<file path="src/rtl/set_assoc_lru_cache_lookup_macros.svh">
// Assertion macros used by the cache lookup top level.
`ifndef SET_ASSOC_LRU_CACHE_LOOKUP_MACROS_SVH
`define SET_ASSOC_LRU_CACHE_LOOKUP_MACROS_SVH

// Checked on every rising clock edge outside reset.
`define SALC_ASSERT(name, prop, msg) \
  name: assert property (@(posedge clk_i) disable iff (!rst_ni) prop) else $error(msg);

// Checked on every rising clock edge, reset included.
`define SALC_ASSERT_ALWAYS(name, prop, msg) \
  name: assert property (@(posedge clk_i) prop) else $error(msg);

`endif

</file>
<file path="src/rtl/salc_pkg.sv">
// Types and constants of the set-associative LRU cache lookup.
`default_nettype none

package salc_pkg;

  localparam int SETS      = 512;
  localparam int WAYS      = 8;
  localparam int ADDR_W    = 64;
  localparam int OFFSET_W  = 5;
  localparam int INDEX_W   = $clog2(SETS + 1) - 1;
  localparam int ROWS      = 1 << INDEX_W;
  localparam int TAG_W     = ADDR_W - OFFSET_W - INDEX_W;
  localparam int CFG_W     = 4;
  localparam int WAY_CNT_W = $clog2(WAYS + 1);
  localparam int WAY_IDX_W = (WAYS > 1) ? $clog2(WAYS) : 1;
  localparam int RANK_W    = 3;
  localparam int RANK_TDATA_W = 8;
  localparam logic [CFG_W-1:0] WAYS_RESET = CFG_W'(8);

  typedef struct packed {
    logic             valid;
    logic [TAG_W-1:0] tag;
  } way_entry_t;

  typedef way_entry_t [WAYS-1:0] set_row_t;

  localparam int ROW_W = $bits(set_row_t);

  typedef struct packed {
    logic              hit;
    logic [RANK_W-1:0] rank;
  } lookup_res_t;

  typedef enum logic [1:0] {
    ST_CLEAR,
    ST_IDLE,
    ST_LOOKUP
  } lookup_state_e;

endpackage

`default_nettype wire

</file>
<file path="src/rtl/salc_lru_update.sv">
// Tag compare and recency reordering of one set row.
`default_nettype none

module salc_lru_update (
  input  wire salc_pkg::set_row_t              row_i,
  input  wire logic [salc_pkg::TAG_W-1:0]      tag_i,
  input  wire logic [salc_pkg::WAY_CNT_W-1:0]  ways_i,
  output salc_pkg::set_row_t                   row_o,
  output salc_pkg::lookup_res_t                res_o
);

  import salc_pkg::*;

  logic [WAYS-1:0]      hit_vec;
  logic                 found;
  logic [WAY_IDX_W-1:0] pos;
  logic [WAY_CNT_W-1:0] top;

  always_comb begin
    for (int i = 0; i < WAYS; i++) begin
      hit_vec[i] = row_i[i].valid && (row_i[i].tag == tag_i) &&
                   (WAY_CNT_W'(i) < ways_i);
    end
  end

  always_comb begin
    found = 1'b0;
    pos   = '0;
    for (int i = 0; i < WAYS; i++) begin
      if (!found && hit_vec[i]) begin
        found = 1'b1;
        pos   = WAY_IDX_W'(i);
      end
    end
  end

  assign top = found ? WAY_CNT_W'(pos) : (ways_i - WAY_CNT_W'(1));

  always_comb begin
    row_o[0].valid = 1'b1;
    row_o[0].tag   = tag_i;
    for (int i = 1; i < WAYS; i++) begin
      if (WAY_CNT_W'(i) <= top) begin
        row_o[i] = row_i[i-1];
      end else begin
        row_o[i] = row_i[i];
      end
    end
  end

  assign res_o.hit  = found;
  assign res_o.rank = found ? RANK_W'(pos) : '0;

endmodule

`default_nettype wire

</file>
<file path="config.mk">
export PLATFORM = sky130hd
export DESIGN_NAME = salc_lru_update
export DESIGN_NICKNAME = d
export VERILOG_FILES = /design/src/rtl/set_assoc_lru_cache_lookup_macros.svh /design/src/rtl/salc_pkg.sv /design/src/rtl/salc_lru_update.sv
export SDC_FILE = /design/constraint.sdc
export NUM_CORES = 1
export LEC_CHECK = 0
export BUFFER_PORTS_ARGS = -buffer_cell sky130_fd_sc_hd__buf_2
export CORE_AREA = 2 2 343 345
export DETAILED_ROUTE_END_ITERATION = 7
export DIE_AREA = 0 0 345 347
export MAX_ROUTING_LAYER = met4
export REMOVE_ABC_BUFFERS = 1
export SYNTH_ARGS = -nofsm -noshare
export SYNTH_HDL_FRONTEND = slang
export SYNTH_SLANG_ARGS = --single-unit
</file>
<file path="constraint.sdc">
create_clock -name vclk -period 7.53
set_clock_uncertainty 0.1 [all_clocks]
set_input_delay 0.753 -clock vclk [all_inputs]
set_output_delay 0.753 -clock vclk [all_outputs]
set_load 0.005 [all_outputs]
</file>
### Yosys cells after proc, flatten, opt, wreduce, memory -nomap -nowiden

Cells that the tools add are included.

| word-level totals | value |
|---|---|
| register bits | 0 |
| bits in latches | 0 |
| RAM bits | 0 |
| bits in read-only memories | 0 |
| input port bits | 462 |
| output and inout bits | 412 |
| word-level logic and storage cells | 78 |
| memories kept | 0 |

| operators by class | value |
|---|---|
| add/subtract/negate cells | 1 |
| multiply operators | 0 |
| div/mod/pow operators | 0 |
| $lt $le $gt $ge | 15 |
| equality and inequality tests | 8 |
| shifts and indexed selects | 0 |
| mux-type cells | 24 |
| bitwise logic cells | 0 |
| reductions and logical operators | 30 |

Operators with widths:

| kind | count |
|---|---|
| 50-bit equality test | 8 |
| 51-bit two-way mux | 7 |
| 1-bit logical AND | 23 |
| 3-bit two-way mux | 7 |
| 3-bit by 4-bit less-or-equal comparator with 1-bit output (first input constant) | 4 |
| 3-bit by 4-bit less-than comparator with 1-bit output (first input constant) | 4 |
| 1-bit two-way mux | 9 |
| 2-bit by 4-bit less-or-equal comparator with 1-bit output (first input constant) | 2 |
| 1-bit by 4-bit less-than comparator with 1-bit output (first input constant) | 2 |
| 2-bit by 4-bit less-than comparator with 1-bit output (first input constant) | 2 |
| 1-bit zero test | 7 |
| 1-bit by 4-bit less-or-equal comparator with 1-bit output (first input constant) | 1 |
| 4-bit two-way mux | 1 |
| 4-bit by 1-bit subtractor with 4-bit output (second input constant) | 1 |

### Depth between registers and ports, before layout

| depth | value |
|---|---|
| word-level depth | 28 |
| depth in mapped cells | 13 |
| mapped depth without buffers | 11 |

### Worst setup path after synthesis

OpenSTA, ideal clock, no wires.

| path | value |
|---|---|
| path type | input to output |
| start point | in tag_i[3] (netlist bit) |
| end point | out row_o[326] (netlist bit) |
| arrival | 3.338 ns |
| required time | 6.677 ns |
| slack | 3.339 ns |
| stages | 12 |
| buffers on the path | 3 |
| cell sequence | buf_4 nor2b_1 a2111o_1 a2111oi_2 nand4_1 o31ai_4 nor2_1 nand2_2 a21o_1 buf_2 buf_4 mux2_1 |

RTL lines:

| what | line | source |
|---|---|---|
| start, declared | salc_lru_update.sv:6 | `input wire logic [salc_pkg::TAG_W-1:0] tag_i,` |
| end, declared | salc_lru_update.sv:8 | `output salc_pkg::set_row_t row_o,` |

==> results.sh <==
export IMPL_status="completed"
export IMPL_drc=0
export IMPL_hold_violations=0
export IMPL_antenna_found_initial=197
export IMPL_hold_depth=3
export IMPL_peakVddDrop_mv=0.0413
export IMPL_num_vias=14600
export IMPL_holdCritStartpoint="row_i[210]"
export IMPL_dp_hpwl_microns=140000
export IMPL_core_sq_mm=0.116
export IMPL_fillers=13400
export IMPL_path_max_fanout=51
export IMPL_hold_path_class="primary input to output pin"
export IMPL_hold_buffers=0
export IMPL_end_kind="output pin"
export IMPL_seq_area_sq_um=0
export IMPL_worstMarginPinSlew_ns=1.35
export IMPL_drive_gt1_share_pct=48.8
export IMPL_worstPathCellList="buf_2, xor2_1, nor4_1, nand3_1, nand4bb_1, o22ai_1, or3_1, nand2_2, buf_4, a21oi_4, buf_12, mux2_1, buf_2"
export IMPL_crit_slowest_cell="nor4_1"
export IMPL_cp_arrival_ns=5.54
export IMPL_worstSetupPathType="primary input to output pin"
export IMPL_crit_top_cell="buf_2"
export IMPL_power_leakage_nw=6.91
export IMPL_wl_per_cell_microns=42.1
export IMPL_syn2layout_area_growth_pct=60.8
export IMPL_cts_setup_buffers=0
export IMPL_rsz0062_at_grt="false"
export IMPL_pin_count=874
export IMPL_initial_core_util_pct=8.63
export IMPL_yosysWarnings=0
export IMPL_finalWirelength_microns=156000
export IMPL_synthDistinctLibCells=52
export IMPL_num_clock_buffers=0
export IMPL_relSlewSlack_pct=8.92
export IMPL_fin_crit_sh_pct=84.8
export IMPL_grt_pass1_vias=14200
export IMPL_io_buffer_count=873
export IMPL_fin_crit_ns=6.39
export IMPL_synth_area_sq_mm=0.00999
export IMPL_cp_start_kind="primary input"
export IMPL_grtUsageTotal_pct=25.4
export IMPL_synth_cells=1265
export IMPL_grt_pass1_wl_microns=186000
export IMPL_overflow=0
export IMPL_fin_ws_ns=1.14
export IMPL_cts_resized=0
export IMPL_synth_avg_cell_area_sq_um=7.90
export IMPL_place_congestion=0.927
export IMPL_nFlopsAndLatches=0
export IMPL_crit_family="simple AND/OR/NAND/NOR gates"
export IMPL_hold_end="row_o[261]"
export IMPL_finalPower_mw=1.50
export IMPL_die_h_microns=347
export IMPL_maxCapViolCount=0
export IMPL_die_area_sq_mm=0.120
export IMPL_dr_pass1_iters=5
export IMPL_critPathBufInv=4
export IMPL_grt_max_degree=52
export IMPL_final_util_pct=13.9
export IMPL_finalMaxSlewViolations=0
export IMPL_rows=125
export IMPL_setup_violations=0
export IMPL_setup_tns_final_ns=0
export IMPL_vias_per_cell=3.96
export IMPL_final_nets=2494
export IMPL_dp_slack_ns=1.14
export IMPL_yosysSeqAreaShare_pct=0
export IMPL_critical_path_required_ns=6.68
export IMPL_critPathMaxStageDelay_ns=1.17
export IMPL_drtIter0Drc=1395
export IMPL_powerDensity_mw_per_mm2=93.5
export IMPL_timing_fmax_ghz=0.157
export IMPL_multiInputGateArea_sq_mm=0.00901
export IMPL_dieWidth_microns=345
export IMPL_postRouteAntennaNets=0
power breakdown:
group / switching, mW / leakage (nW) / internal [mW]
clock: 0 / 0.000944 / 0.00000237
sequential: 0 / 0 / 0
combinational: 0.974 / 6.91 / 0.527
metal layers:
metal | vias to the layer above | wire (microns) | GRT usage [%] | share of wire (%)
met4 | 0 | 4550 | 5.28 | 2.9
met1 | 7283 | 61200 | 28.7 | 39
met5 | - | 0 | - | 0
met2 | 1101 | 70200 | 40.6 | 45
li1 | 6106 | - | - | -
met3 | 156 | 19700 | 12.3 | 13
cells in the mapped netlist (3+ instances only):
cell type | instances | share of area (%)
nor3_1 | 9 | 0.45
buf_6 | 4 | 0.45
o2bb2ai_1 | 3 | 0.26
nor4_1 | 49 | 3.1
nor2_1 | 13 | 0.49
mux2_1 | 239 | 27
o221ai_1 | 4 | 0.35
mux2_2 | 67 | 7.5
a21oi_1 | 7 | 0.35
nand2b_1 | 15 | 0.94
o21ai_1 | 3 | 0.15
and3_1 | 3 | 0.19
xnor2_1 | 229 | 20
a2111o_1 | 4 | 0.45
and2_1 | 4 | 0.25
nand3_1 | 8 | 0.40
nand2_1 | 158 | 5.9
ha_1 | 4 | 0.50
a221o_1 | 4 | 0.40
clkbuf_1 | 7 | 0.26
buf_4 | 69 | 5.2
inv_1 | 32 | 1.2
nor2b_1 | 10 | 0.63
o21ai_0 | 11 | 0.55
nand4_1 | 64 | 4.0
o22ai_1 | 8 | 0.50
buf_2 | 64 | 3.2
o2111ai_1 | 6 | 0.53
xor2_1 | 138 | 12
layout make-up:
type                            count  share of cell area [%]
Antenna cell                      149                    2.32
Inverter                           33                   0.771
Multi-Input combinational cell   1087                    56.1
Tap cell                         1524                    11.9
Timing Repair Buffer              906                    29.0
stage by stage:
| stage | std cells | area [sq um] | hold slack, ns |
|---|---|---|---|
| after global routing | 3680 | 16000 | 1.73 |
| after global placement | 3550 | 15700 | 1.71 |
| after floorplan | 1120 | 9080 | 1.41 |
| after CTS | 3550 | 15700 | 1.71 |
| final | 3699 | 16100 | 1.71 |
| after detailed placement | 3550 | 15700 | 1.71 |
cell families after synthesis:
kind of cell,after synthesis,share of synthesized area [%]
and+or+nand+nor,343,17.2
muxes,306,34.5
xor gates and xnor gates,367,32.2
buffers and inverters,178,10.4
adders and majority gates,4,0.501
other,1,0.0375
AOI/OAI and AO/OA,66,5.20
layout by cell type (no fill, tap or decap), types with 9 or more instances in the layout:
cell	n
buf_2	873
buf_4	30
diode_2	149
inv_1	32
mux2_1	239
mux2_2	67
nand2_1	158
nand2b_1	15
nand4_1	64
nor2_1	13
nor2b_1	10
nor3_1	9
nor4_1	48
o21ai_0	11
xnor2_1	229
xor2_1	138
how the worst max path moves through the flow:
stage | from | end | slack (ns) | depth (start not counted)
after global placement | tag_i[23] | row_o[366] | 1.01 | 13
final | tag_i[25] | row_o[364] | 1.14 | 13
after detailed placement | tag_i[23] | row_o[366] | 1.14 | 13
after CTS | tag_i[23] | row_o[366] | 1.13 | 13
after floorplan | ways_i[0] | row_o[100] | 0.49 | 10
after global routing | tag_i[23] | row_o[364] | 1.21 | 13
Power figures use the tool's default switching activity.
